$ cat src/sv/lfp_pkg.sv
// ============================================================================
// lfp_pkg
// Shared types, widths and constants of the line-follower PID steering block.
// ============================================================================
package lfp_pkg;

    // Field and datapath widths
    localparam int SUM_BITS  = 24;                    // integral accumulator
    localparam int GAIN_W    = 16;                    // Q8.8 gain
    localparam int BRIGHT_W  = 7;                     // sensor sample
    localparam int ERR_W     = BRIGHT_W + 1;          // left minus right
    localparam int DIFF_W    = ERR_W + 1;             // error difference
    localparam int PROD_P_W  = GAIN_W + ERR_W;
    localparam int PROD_I_W  = GAIN_W + SUM_BITS;
    localparam int PROD_D_W  = GAIN_W + DIFF_W;
    localparam int ACC_W     = PROD_I_W + 2;          // sum of three products
    localparam int FRAC_W    = 8;                     // Q8.8 fraction bits
    localparam int TRUNC_W   = ACC_W - FRAC_W;
    localparam int CORR_W    = 11;                    // clamped correction
    localparam int SPEED_W   = 8;
    localparam int SPD_SUM_W = CORR_W + 1;            // base +/- correction
    localparam int ANGLE_W   = 7;
    localparam int ANG_REG_W = 6;
    localparam int THR_W     = 7;

    // Limits
    localparam int CORR_MAX_I  = (1 << (CORR_W - 1)) - 1;
    localparam int SPEED_LIMIT = 100;
    localparam logic [ANG_REG_W-1:0] ANGLE_LIMIT = ANG_REG_W'(55);

    localparam logic [SUM_BITS-1:0] SUM_MAX = {1'b0, {(SUM_BITS-1){1'b1}}};
    localparam logic [SUM_BITS-1:0] SUM_MIN = {1'b1, {(SUM_BITS-1){1'b0}}};

    // Configuration port
    localparam int CFG_IDX_W  = 4;
    localparam int CFG_DATA_W = 16;

    typedef enum logic [CFG_IDX_W-1:0] {
        REG_GAIN_P      = 4'd0,
        REG_GAIN_I      = 4'd1,
        REG_GAIN_D      = 4'd2,
        REG_BASE_LEFT   = 4'd3,
        REG_BASE_RIGHT  = 4'd4,
        REG_STEER_THR   = 4'd5,
        REG_RIGHT_ANGLE = 4'd6,
        REG_LEFT_ANGLE  = 4'd7
    } t_reg_idx;

    // Turn direction codes
    typedef enum logic [1:0] {
        DIR_STRAIGHT = 2'd0,
        DIR_LEFT     = 2'd1,
        DIR_RIGHT    = 2'd2
    } t_dir;

    typedef struct packed {
        logic signed [GAIN_W-1:0]  gain_p;
        logic signed [GAIN_W-1:0]  gain_i;
        logic signed [GAIN_W-1:0]  gain_d;
        logic signed [SPEED_W-1:0] base_left;
        logic signed [SPEED_W-1:0] base_right;
        logic [THR_W-1:0]          steer_thr;
        logic [ANG_REG_W-1:0]      right_angle;
        logic [ANG_REG_W-1:0]      left_angle;
    } t_cfg;

    localparam t_cfg CFG_RESET = '{
        gain_p:      GAIN_W'(26),
        gain_i:      '0,
        gain_d:      '0,
        base_left:   SPEED_W'(20),
        base_right:  SPEED_W'(20),
        steer_thr:   THR_W'(10),
        right_angle: ANG_REG_W'(20),
        left_angle:  ANG_REG_W'(24)
    };

    // Steering result carried down the pipe
    typedef struct packed {
        logic signed [ANGLE_W-1:0] angle;
        t_dir                      dir;
    } t_steer;

    // Front stage payload
    typedef struct packed {
        logic signed [ERR_W-1:0]    err;
        logic signed [DIFF_W-1:0]   diff;
        logic signed [SUM_BITS-1:0] sum;
    } t_front;

    // Product stage payload
    typedef struct packed {
        logic signed [PROD_P_W-1:0] prod_p;
        logic signed [PROD_I_W-1:0] prod_i;
        logic signed [PROD_D_W-1:0] prod_d;
        t_steer                     steer;
    } t_prod;

    // Correction stage payload
    typedef struct packed {
        logic signed [CORR_W-1:0] corr;
        t_steer                   steer;
    } t_corr;

    // Result payload
    typedef struct packed {
        logic signed [SPEED_W-1:0] right_speed;
        logic signed [SPEED_W-1:0] left_speed;
        t_steer                    steer;
    } t_result;

endpackage

$ cat src/sv/lfp_front.sv
// ============================================================================
// lfp_front
// Error, saturating integral and error difference; holds the loop state.
// ============================================================================
module lfp_front import lfp_pkg::*; (
    input  logic                i_clk,
    input  logic                i_rst_n,
    input  logic                i_valid,
    output logic                o_ready,
    input  logic [BRIGHT_W-1:0] i_left,
    input  logic [BRIGHT_W-1:0] i_right,
    output logic                o_valid,
    input  logic                i_ready,
    output t_front              o_data
);

    logic                       r_valid;
    t_front                     r_data;
    logic signed [SUM_BITS-1:0] r_error_sum;
    logic signed [ERR_W-1:0]    r_prev_error;

    logic signed [ERR_W-1:0]    n_err;
    logic [SUM_BITS:0]          n_sum_wide;
    logic signed [SUM_BITS-1:0] n_sum;
    logic signed [DIFF_W-1:0]   n_diff;
    logic                       accept;

    assign o_ready = !r_valid || i_ready;
    assign accept  = i_valid && o_ready;
    assign o_valid = r_valid;
    assign o_data  = r_data;

    // Error, integral with saturation, difference
    always_comb begin
        n_err      = $signed({1'b0, i_left}) - $signed({1'b0, i_right});
        n_sum_wide = {r_error_sum[SUM_BITS-1], r_error_sum}
                   + {{(SUM_BITS+1-ERR_W){n_err[ERR_W-1]}}, n_err};
        if (n_sum_wide[SUM_BITS] != n_sum_wide[SUM_BITS-1]) begin
            n_sum = n_sum_wide[SUM_BITS] ? SUM_MIN : SUM_MAX;
        end else begin
            n_sum = n_sum_wide[SUM_BITS-1:0];
        end
        n_diff = {n_err[ERR_W-1], n_err} - {r_prev_error[ERR_W-1], r_prev_error};
    end

    // Loop state and stage valid
    always_ff @(posedge i_clk) begin
        if (!i_rst_n) begin
            r_valid      <= 1'b0;
            r_error_sum  <= '0;
            r_prev_error <= '0;
        end else begin
            if (o_ready) begin
                r_valid <= i_valid;
            end
            if (accept) begin
                r_error_sum  <= n_sum;
                r_prev_error <= n_err;
            end
        end
    end

    // Payload
    always_ff @(posedge i_clk) begin
        if (accept) begin
            r_data.err  <= n_err;
            r_data.diff <= n_diff;
            r_data.sum  <= n_sum;
        end
    end

endmodule

$ cat src/sv/lfp_products.sv
// ============================================================================
// lfp_products
// Gain products and steering decision, one register stage.
// ============================================================================
module lfp_products import lfp_pkg::*; (
    input  logic   i_clk,
    input  logic   i_rst_n,
    input  t_cfg   i_cfg,
    input  logic   i_valid,
    output logic   o_ready,
    input  t_front i_data,
    output logic   o_valid,
    input  logic   i_ready,
    output t_prod  o_data
);

    logic  r_valid;
    t_prod r_data;

    logic signed [PROD_P_W-1:0]  n_prod_p;
    logic signed [PROD_I_W-1:0]  n_prod_i;
    logic signed [PROD_D_W-1:0]  n_prod_d;
    logic signed [ERR_W:0]       err_x;
    logic signed [ERR_W:0]       thr_x;
    logic [ANG_REG_W-1:0]        right_lim;
    logic [ANG_REG_W-1:0]        left_lim;
    t_steer                      n_steer;
    logic                        accept;

    assign o_ready = !r_valid || i_ready;
    assign accept  = i_valid && o_ready;
    assign o_valid = r_valid;
    assign o_data  = r_data;

    // Three gain products
    always_comb begin
        n_prod_p = i_cfg.gain_p * i_data.err;
        n_prod_i = i_cfg.gain_i * i_data.sum;
        n_prod_d = i_cfg.gain_d * i_data.diff;
    end

    // Steering: threshold on the error, angle limited, zero angle is straight
    always_comb begin
        err_x     = {i_data.err[ERR_W-1], i_data.err};
        thr_x     = $signed({{(ERR_W+1-THR_W){1'b0}}, i_cfg.steer_thr});
        right_lim = (i_cfg.right_angle > ANGLE_LIMIT) ? ANGLE_LIMIT : i_cfg.right_angle;
        left_lim  = (i_cfg.left_angle > ANGLE_LIMIT) ? ANGLE_LIMIT : i_cfg.left_angle;
        n_steer.angle = '0;
        n_steer.dir   = DIR_STRAIGHT;
        if (err_x > thr_x) begin
            if (right_lim != '0) begin
                n_steer.angle = $signed({1'b0, right_lim});
                n_steer.dir   = DIR_RIGHT;
            end
        end else if (err_x < -thr_x) begin
            if (left_lim != '0) begin
                n_steer.angle = -$signed({1'b0, left_lim});
                n_steer.dir   = DIR_LEFT;
            end
        end
    end

    always_ff @(posedge i_clk) begin
        if (!i_rst_n) begin
            r_valid <= 1'b0;
        end else if (o_ready) begin
            r_valid <= i_valid;
        end
    end

    always_ff @(posedge i_clk) begin
        if (accept) begin
            r_data.prod_p <= n_prod_p;
            r_data.prod_i <= n_prod_i;
            r_data.prod_d <= n_prod_d;
            r_data.steer  <= n_steer;
        end
    end

endmodule

$ cat src/sv/lfp_correct.sv
// ============================================================================
// lfp_correct
// Sums the products, truncates toward zero to whole percent and clamps.
// Two register stages: accumulate, then scale and clamp.
// ============================================================================
module lfp_correct import lfp_pkg::*; (
    input  logic  i_clk,
    input  logic  i_rst_n,
    input  logic  i_valid,
    output logic  o_ready,
    input  t_prod i_data,
    output logic  o_valid,
    input  logic  i_ready,
    output t_corr o_data
);

    localparam logic signed [TRUNC_W-1:0] CORR_HI = TRUNC_W'(CORR_MAX_I);
    localparam logic signed [TRUNC_W-1:0] CORR_LO = -CORR_HI - TRUNC_W'(1);

    // Accumulate stage
    logic                    r_acc_valid;
    logic signed [ACC_W-1:0] r_acc;
    t_steer                  r_acc_steer;
    logic                    acc_ready;
    logic                    acc_accept;
    logic signed [ACC_W-1:0] ext_p;
    logic signed [ACC_W-1:0] ext_i;
    logic signed [ACC_W-1:0] ext_d;
    logic signed [ACC_W-1:0] n_acc;

    // Scale stage
    logic                      r_valid;
    t_corr                     r_data;
    logic                      corr_accept;
    logic signed [TRUNC_W-1:0] floor_val;
    logic                      round_up;
    logic signed [TRUNC_W-1:0] n_trunc;
    logic signed [CORR_W-1:0]  n_corr;

    // Accumulate stage takes a new item when empty or when the scale stage moves
    assign acc_ready  = !r_acc_valid || !r_valid || i_ready;
    assign acc_accept = i_valid && acc_ready;
    assign o_ready    = acc_ready;

    assign corr_accept = r_acc_valid && (!r_valid || i_ready);
    assign o_valid     = r_valid;
    assign o_data      = r_data;

    // Sum of the three products
    always_comb begin
        ext_p = i_data.prod_p;
        ext_i = i_data.prod_i;
        ext_d = i_data.prod_d;
        n_acc = ext_p + ext_i + ext_d;
    end

    // Divide by 256 toward zero, then clamp to the correction range
    always_comb begin
        floor_val = r_acc[ACC_W-1:FRAC_W];
        round_up  = r_acc[ACC_W-1] && (|r_acc[FRAC_W-1:0]);
        n_trunc   = floor_val + $signed({{(TRUNC_W-1){1'b0}}, round_up});
        if (n_trunc > CORR_HI) begin
            n_corr = CORR_HI[CORR_W-1:0];
        end else if (n_trunc < CORR_LO) begin
            n_corr = CORR_LO[CORR_W-1:0];
        end else begin
            n_corr = n_trunc[CORR_W-1:0];
        end
    end

    always_ff @(posedge i_clk) begin
        if (!i_rst_n) begin
            r_acc_valid <= 1'b0;
            r_valid     <= 1'b0;
        end else begin
            if (acc_ready) begin
                r_acc_valid <= i_valid;
            end
            if (!r_valid || i_ready) begin
                r_valid <= r_acc_valid;
            end
        end
    end

    always_ff @(posedge i_clk) begin
        if (acc_accept) begin
            r_acc       <= n_acc;
            r_acc_steer <= i_data.steer;
        end
        if (corr_accept) begin
            r_data.corr  <= n_corr;
            r_data.steer <= r_acc_steer;
        end
    end

endmodule

$ cat src/sv/lfp_drive.sv
// ============================================================================
// lfp_drive
// Adds the correction to the base speeds, saturates, holds the result.
// ============================================================================
module lfp_drive import lfp_pkg::*; (
    input  logic    i_clk,
    input  logic    i_rst_n,
    input  t_cfg    i_cfg,
    input  logic    i_valid,
    output logic    o_ready,
    input  t_corr   i_data,
    output logic    o_valid,
    input  logic    i_ready,
    output t_result o_data
);

    localparam logic signed [SPD_SUM_W-1:0] SPD_HI = SPD_SUM_W'(SPEED_LIMIT);
    localparam logic signed [SPD_SUM_W-1:0] SPD_LO = -SPD_HI;

    logic    r_valid;
    t_result r_data;
    logic    accept;

    logic signed [SPD_SUM_W-1:0] corr_x;
    logic signed [SPD_SUM_W-1:0] base_l_x;
    logic signed [SPD_SUM_W-1:0] base_r_x;
    logic signed [SPD_SUM_W-1:0] sum_l;
    logic signed [SPD_SUM_W-1:0] sum_r;
    logic signed [SPEED_W-1:0]   n_left;
    logic signed [SPEED_W-1:0]   n_right;

    assign o_ready = !r_valid || i_ready;
    assign accept  = i_valid && o_ready;
    assign o_valid = r_valid;
    assign o_data  = r_data;

    // Left gets base plus correction, right base minus correction
    always_comb begin
        corr_x   = i_data.corr;
        base_l_x = i_cfg.base_left;
        base_r_x = i_cfg.base_right;
        sum_l    = base_l_x + corr_x;
        sum_r    = base_r_x - corr_x;
        if (sum_l > SPD_HI) begin
            n_left = SPD_HI[SPEED_W-1:0];
        end else if (sum_l < SPD_LO) begin
            n_left = SPD_LO[SPEED_W-1:0];
        end else begin
            n_left = sum_l[SPEED_W-1:0];
        end
        if (sum_r > SPD_HI) begin
            n_right = SPD_HI[SPEED_W-1:0];
        end else if (sum_r < SPD_LO) begin
            n_right = SPD_LO[SPEED_W-1:0];
        end else begin
            n_right = sum_r[SPEED_W-1:0];
        end
    end

    always_ff @(posedge i_clk) begin
        if (!i_rst_n) begin
            r_valid <= 1'b0;
        end else if (o_ready) begin
            r_valid <= i_valid;
        end
    end

    always_ff @(posedge i_clk) begin
        if (accept) begin
            r_data.left_speed  <= n_left;
            r_data.right_speed <= n_right;
            r_data.steer       <= i_data.steer;
        end
    end

endmodule

$ cat src/sv/line_follow_pid_steering.sv
// ============================================================================
// line_follow_pid_steering
// PID line follower: steering angle, turn direction and drive speeds from a
// pair of optical brightness samples.
// ============================================================================
//
//  Channel   Direction  Ports                         Moves
//  --------  ---------  ----------------------------  --------------------------
//  s_axis    in         s_axis_tvalid/tready/tdata    one sensor sample pair
//  m_axis    out        m_axis_tvalid/tready/tdata    one steering/speed result
//  cfg       in         i_cfg_valid/o_cfg_ready/...   one register write request
//
//  One sample is accepted per cycle while the output is not stalled; its result
//  passes the front, products, accumulate, scale and drive register stages.
//  The integral and the previous error update at the moment a sample is
//  accepted, so the loop state never waits on the later stages.
//  Each stage holds its item while the next one is full; a stalled output
//  backs up stage by stage, and empty stages keep taking samples.
//  Synchronous active-low reset clears the loop state and loads the
//  register defaults; configuration writes are always taken.
//
module line_follow_pid_steering import lfp_pkg::*; (
    input  logic                  i_clk,
    input  logic                  i_rst_n,
    // Sample input; tdata: [6:0] left_brightness, [13:7] right_brightness
    input  logic                  s_axis_tvalid,
    output logic                  s_axis_tready,
    input  logic [15:0]           s_axis_tdata,
    // Result output; tdata: [6:0] steer_angle, [8:7] turn_direction,
    // [16:9] left_speed, [24:17] right_speed
    output logic                  m_axis_tvalid,
    input  logic                  m_axis_tready,
    output logic [31:0]           m_axis_tdata,
    // Register write port
    input  logic                  i_cfg_valid,
    output logic                  o_cfg_ready,
    input  logic [CFG_IDX_W-1:0]  i_cfg_index,
    input  logic [CFG_DATA_W-1:0] i_cfg_data
);

    t_cfg    r_cfg;
    logic    front_valid, front_ready;
    t_front  front_data;
    logic    prod_valid, prod_ready;
    t_prod   prod_data;
    logic    corr_valid, corr_ready;
    t_corr   corr_data;
    t_result result;

    // Configuration registers
    assign o_cfg_ready = 1'b1;

    always_ff @(posedge i_clk) begin
        if (!i_rst_n) begin
            r_cfg <= CFG_RESET;
        end else if (i_cfg_valid && o_cfg_ready) begin
            case (i_cfg_index)
                REG_GAIN_P:      r_cfg.gain_p      <= i_cfg_data;
                REG_GAIN_I:      r_cfg.gain_i      <= i_cfg_data;
                REG_GAIN_D:      r_cfg.gain_d      <= i_cfg_data;
                REG_BASE_LEFT:   r_cfg.base_left   <= i_cfg_data[SPEED_W-1:0];
                REG_BASE_RIGHT:  r_cfg.base_right  <= i_cfg_data[SPEED_W-1:0];
                REG_STEER_THR:   r_cfg.steer_thr   <= i_cfg_data[THR_W-1:0];
                REG_RIGHT_ANGLE: r_cfg.right_angle <= i_cfg_data[ANG_REG_W-1:0];
                REG_LEFT_ANGLE:  r_cfg.left_angle  <= i_cfg_data[ANG_REG_W-1:0];
                default: ;
            endcase
        end
    end

    // Pipeline
    lfp_front u_front (
        .i_clk   (i_clk),
        .i_rst_n (i_rst_n),
        .i_valid (s_axis_tvalid),
        .o_ready (s_axis_tready),
        .i_left  (s_axis_tdata[BRIGHT_W-1:0]),
        .i_right (s_axis_tdata[2*BRIGHT_W-1:BRIGHT_W]),
        .o_valid (front_valid),
        .i_ready (front_ready),
        .o_data  (front_data)
    );

    lfp_products u_products (
        .i_clk   (i_clk),
        .i_rst_n (i_rst_n),
        .i_cfg   (r_cfg),
        .i_valid (front_valid),
        .o_ready (front_ready),
        .i_data  (front_data),
        .o_valid (prod_valid),
        .i_ready (prod_ready),
        .o_data  (prod_data)
    );

    lfp_correct u_correct (
        .i_clk   (i_clk),
        .i_rst_n (i_rst_n),
        .i_valid (prod_valid),
        .o_ready (prod_ready),
        .i_data  (prod_data),
        .o_valid (corr_valid),
        .i_ready (corr_ready),
        .o_data  (corr_data)
    );

    lfp_drive u_drive (
        .i_clk   (i_clk),
        .i_rst_n (i_rst_n),
        .i_cfg   (r_cfg),
        .i_valid (corr_valid),
        .o_ready (corr_ready),
        .i_data  (corr_data),
        .o_valid (m_axis_tvalid),
        .i_ready (m_axis_tready),
        .o_data  (result)
    );

    assign m_axis_tdata = {7'b0, result.right_speed, result.left_speed,
                           result.steer.dir, result.steer.angle};

`ifndef ASSERT_OFF
    // Nothing comes out in the cycle after reset
    a_reset_empty: assert property (@(posedge i_clk)
        !i_rst_n |=> !m_axis_tvalid)
        else $error("result valid right after reset");

    // Straight exactly when the angle is zero
    a_dir_angle: assert property (@(posedge i_clk) disable iff (!i_rst_n)
        m_axis_tvalid |-> ((result.steer.dir == DIR_STRAIGHT) ==
                           (result.steer.angle == '0)))
        else $error("turn direction disagrees with steering angle");

    // Speeds and angle stay within their limits
    a_limits: assert property (@(posedge i_clk) disable iff (!i_rst_n)
        m_axis_tvalid |-> ((result.left_speed <= 8'sd100)
                        && (result.left_speed >= -8'sd100)
                        && (result.right_speed <= 8'sd100)
                        && (result.right_speed >= -8'sd100)
                        && (result.steer.angle <= 7'sd55)
                        && (result.steer.angle >= -7'sd55)))
        else $error("result outside saturation limits");
`endif

endmodule

$ cat config.mk
export PLATFORM = sky130hd
export DESIGN_NAME = line_follow_pid_steering
export DESIGN_NICKNAME = d
export VERILOG_FILES = /design/src/sv/lfp_pkg.sv /design/src/sv/lfp_front.sv /design/src/sv/lfp_products.sv /design/src/sv/lfp_correct.sv /design/src/sv/lfp_drive.sv /design/src/sv/line_follow_pid_steering.sv
export SDC_FILE = /design/constraint.sdc
export NUM_CORES = 2
export LEC_CHECK = 0
export BUFFER_PORTS_ARGS = -buffer_cell sky130_fd_sc_hd__buf_2
export CAP_MARGIN = 20
export CORE_ASPECT_RATIO = 1.25
export CORE_UTILIZATION = 50
export CTS_CLUSTER_SIZE = 30
export DETAILED_ROUTE_END_ITERATION = 12
export PLACE_DENSITY = 0.64
export SETUP_SLACK_MARGIN = 0.1
export SLEW_MARGIN = 20
export SYNTH_ARGS = -nofsm -noshare
export SYNTH_HDL_FRONTEND = slang
export SYNTH_HIERARCHICAL = 1
export SYNTH_SLANG_ARGS = --single-unit
$ cat constraint.sdc
create_clock -name i_clk -period 20.8 [get_ports i_clk]
set_clock_uncertainty 0.2 [all_clocks]
set_input_delay 3.12 -clock i_clk [delete_from_list [all_inputs] [get_ports i_clk]]
set_output_delay 3.12 -clock i_clk [all_outputs]
set_load 0.01 [all_outputs]
==> impl_metrics.sql <==
INSERT INTO impl_metrics (metric_group, metric, value, unit) VALUES
('run_status', 'run_status', 'finished clean', ''),
('clock_tree', 'total_cts_buffers', '41', ''),
('sta', 'final-max-slew-violation-count', '0', ''),
('sta', 'fin_setup_tns', '0', 'ns'),
('setup_path', 'crit_chain', 'buf_2 > nand2b_1 > nor2b_1 > nand2_1 > nand2b_1 > nand2b_1 > buf_2', ''),
('setup_path', 'crit_path_end_kind', 'output pin', ''),
('clock_tree', 'postCtsSetupRepairBufs', '0', ''),
('clock_tree', 'htreeDepth', '2', ''),
('power_and_ir_drop', 'p_sw_share', '40.1', '%'),
('final_layout', 'stdcell_area', '45400', 'µm²'),
('clock_tree', 'clock_tree.buffer_depth', '3', ''),
('final_layout', 'final_common_cell', 'sky130_fd_sc_hd__inv_1', ''),
('power_and_ir_drop', 'clock_power_share', '24.1', '%'),
('placement', 'placement.cell_area', '44000', 'µm²'),
('final_layout', 'layout_common_cells', 'sky130_fd_sc_hd__inv_1 (762), sky130_fd_sc_hd__fa_1 (642), sky130_fd_sc_hd__nand2_1 (513)', ''),
('yosys', 'synth_async_sr_flop_share', '0', '%'),
('global_route', 'antenna_found_initial', '0', ''),
('final_layout', 'area.growth.synth_to_final', '6.11', '%'),
('sta', 'final_hold_viol_count', '0', ''),
('global_route', 'maximum_number_of_pins_on_one_net_before_global_route_repair', '80', ''),
('detailed_routing', 'drt_first_pass_iters', '5', ''),
('setup_path', 'ff2ff_setup_slack', '13.51', 'ns'),
('sta', 'tightestPinTransition', '0.988', 'ns'),
('detailed_routing', 'ant_nets', '0', ''),
('die', 'die_x', '264', 'µm'),
('sta', 'post-route-min-period', '7.96', 'ns'),
('clock_tree', 'root_buffer', 'sky130_fd_sc_hd__clkbuf_16', ''),
('hold_path', 'min-delay-path-class', 'flop to flop', ''),
('yosys', 'synthMuxAreaShare', '2.05', '%'),
('yosys', 'synth_compound_gate_area_share', '9.15', '%'),
('power_and_ir_drop', 'cellPowerDensity', '67.5', 'nW/µm²'),
('sta', 'timing.final.crit_share', '38.3', '%'),
('yosys', 'post_synthesis_sequential_area_ratio', '22.1', '%'),
('setup_path', 'cp.buffers_inverters', '2', ''),
('final_layout', 'final_layout_net_count', '5369', ''),
('die', 'dieHeight', '329', 'µm'),
('clock_tree', 'path_clk_slew', '0.06', 'ns'),
('die', 'floorplan.initialDensity', '50.6', '%'),
('power_and_ir_drop', 'comb_power_share', '38.9', '%'),
('power_and_ir_drop', 'finalPower', '3.06', 'mW'),
('setup_path', 'worst_path_largest_cell_delay', '0.35', 'ns'),
('setup_path', 'critical_path_data_required_time', '17.48', 'ns'),
('die', 'design.portCount', '76', ''),
('power_and_ir_drop', 'seq_power_share', '37.0', '%'),
('setup_path', 'critical_path.most_common_cell', 'sky130_fd_sc_hd__nand2b_1', ''),
('final_layout', 'final_layout_size_suffix_gt1_share', '5.32', '%'),
('setup_path', 'criticalPathCategory', 'primary input to output pin', ''),
('yosys', 'cells_after_synthesis', '4380', ''),
('setup_path', 'critical_path.startpoint_type', 'primary input', ''),
('placement', 'globalplace.congestion', '0.880', ''),
('yosys', 'synth_area', '42700', 'µm²'),
('clock_tree', 'cts.sinks', '355', ''),
('sta', 'finalSetupViolCount', '0', ''),
('placement', 'port_buffers', '65', ''),
('yosys', 'synth_edf_count', '235', ''),
('final_layout', 'regArea', '9460', 'µm²'),
('global_route', 'grt_pass1_vias', '31500', ''),
('detailed_routing', 'drt-total-wl', '95700', 'µm'),
('power_and_ir_drop', 'ir_drop', '0.0000818', 'V'),
('sta', 'rsz_0062_raised_after_global_routing', 'false', ''),
('flow_run', 'max-cap-violations', '0', ''),
('yosys', 'synth-adder-area-share', '39.3', '%'),
('yosys', 'ffs_latches_synth', '355', ''),
('final_layout', 'fill_cells', '7676', ''),
('clock_tree', 'clock_tree_from_tritoncts', 'yes', ''),
('sta', 'worst_slew_margin_rel', '34.0', '%'),
('detailed_routing', 'vias_per_cell', '5.41', ''),
('global_route', 'grt_pass1_wl', '160000', 'µm'),
('die', 'floorplan.core_area', '84400', 'µm²'),
('yosys', 'post_synth_xor_area_fraction', '3.89', '%'),
('setup_path', 'critical_path.max_fanout', '4', '');
-- layout make-up --
class,count,area share (%)
timing repair buffer,94,1.22
tap,1089,3.00
clock inverter,21,0.477
inverter,764,6.32
antenna,2,0.0110
multi-input combinational,3114,65.6
clock buffer,53,2.54
sequential,355,20.9
-- registers in the layout, summed over array words and instances, names as in the netlist --
| signal | cells |
|---|---|
| u_front/o_valid | 1 |
| u_correct/o_valid | 1 |
| u_front/r_error_sum | 24 |
| u_products/o_data | 98 |
| u_correct/r_acc_steer | 9 |
| u_correct/o_data | 20 |
| u_front/r_prev_error | 8 |
| u_drive/o_valid | 1 |
| u_drive/o_data | 25 |
| u_products/o_valid | 1 |
| u_correct/r_acc | 42 |
| u_front/o_data | 41 |
| u_correct/r_acc_valid | 1 |
| r_cfg | 83 |
-- cell usage after synthesis, types with 16 or more instances --
master                     number  share of area [%]
sky130_fd_sc_hd__inv_1        763                6.7
sky130_fd_sc_hd__fa_1         642                 30
sky130_fd_sc_hd__nand2_1      513                4.5
sky130_fd_sc_hd__ha_1         316                9.2
sky130_fd_sc_hd__and2_1       306                4.5
sky130_fd_sc_hd__edfxtp_1     235                 17
sky130_fd_sc_hd__a21oi_1      152                1.8
sky130_fd_sc_hd__xnor2_1      130                2.7
sky130_fd_sc_hd__nor2_1       127                1.1
sky130_fd_sc_hd__clkbuf_1     121                1.1
sky130_fd_sc_hd__dfxtp_1      120                5.6
sky130_fd_sc_hd__o21ai_0      108                1.3
sky130_fd_sc_hd__mux2i_1       85                2.0
sky130_fd_sc_hd__a21o_1        66                1.2
sky130_fd_sc_hd__nand3_1       64               0.75
sky130_fd_sc_hd__xor2_1        60                1.2
sky130_fd_sc_hd__nand2b_1      53               0.78
sky130_fd_sc_hd__nor3_1        39               0.46
sky130_fd_sc_hd__nor2b_1       34               0.50
sky130_fd_sc_hd__and3_1        29               0.42
sky130_fd_sc_hd__o21a_1        29               0.51
sky130_fd_sc_hd__nand4_1       28               0.41
sky130_fd_sc_hd__a211oi_1      22               0.39
sky130_fd_sc_hd__a31oi_1       21               0.31
sky130_fd_sc_hd__a21boi_0      19               0.33
sky130_fd_sc_hd__o21bai_1      19               0.33
sky130_fd_sc_hd__o211ai_1      18               0.32
sky130_fd_sc_hd__o21ai_1       16               0.19
-- worst register-to-register path, delay by kind of cell (launching register included) --
kind            cells  cell delay (ns)
flops               1             0.70
compound gates      5             1.29
fa+ha+maj           7             3.83
simple gates        4             0.77
xor+xnor            1             0.15
buf+inv             1             0.07
-- power groups by stage --
| stage | clock [mW] | sequential [mW] | combinational [mW] |
|---|---|---|---|
| 6_report | 0.737 | 1.13 | 1.19 |
| 3_3_place_gp | 0 | 1.15 | 1.17 |
| 4_1_cts | 0.759 | 1.13 | 1.20 |
| 3_5_place_dp | 0 | 1.15 | 1.19 |
| 2_1_floorplan | 0 | 0.977 | 1.00 |
| 5_1_grt | 0.783 | 1.15 | 1.36 |
-- final timing paths --
check             cells past startpoint                    end                      from
hold / removal                        0    u_correct/o_data[6]  u_correct/r_acc_steer[6]
setup / recovery                      7          s_axis_tready             m_axis_tready
setup reg to reg                     18  u_products/o_data[73]        u_front/o_data[23]
hold reg to reg                       0    u_correct/o_data[6]  u_correct/r_acc_steer[6]
-- layer usage --
layer | vias up | part of all wire [%] | GRT usage, %
li1 | 14100 | - | -
met1 | 14900 | 41 | 27.6
met2 | 580 | 51 | 42.5
met3 | 168 | 3.5 | 2.48
met4 | 0 | 3.9 | 8.77
met5 | - | 0 | 0
-- stage by stage --
step	hold slack [ns]	setup slack [ns]	std cells	util, %
after floorplan	0.200	12.86	4386	-
after global routing	0.226	12.35	5490	53.7
after detailed placement	0.206	12.22	5415	52.1
final	0.218	12.84	5492	53.7
after global placement	0.205	12.30	5415	52.1
after CTS	0.220	12.82	5489	53.7
-- kinds of logic (layout without fill, tap and decap cells) --
kind of cell               after synthesis  count (layout)
muxes                                   87              87
xor gates and xnor gates               190             190
adders and majority gates              958             958
DFF                                    355             355
AOI/OAI and AO/OA                      589             589
and+or+nand+nor                       1282            1282
buffers and inverters                  917             932
other                                    2              10
(Power assumes the default switching activity.)
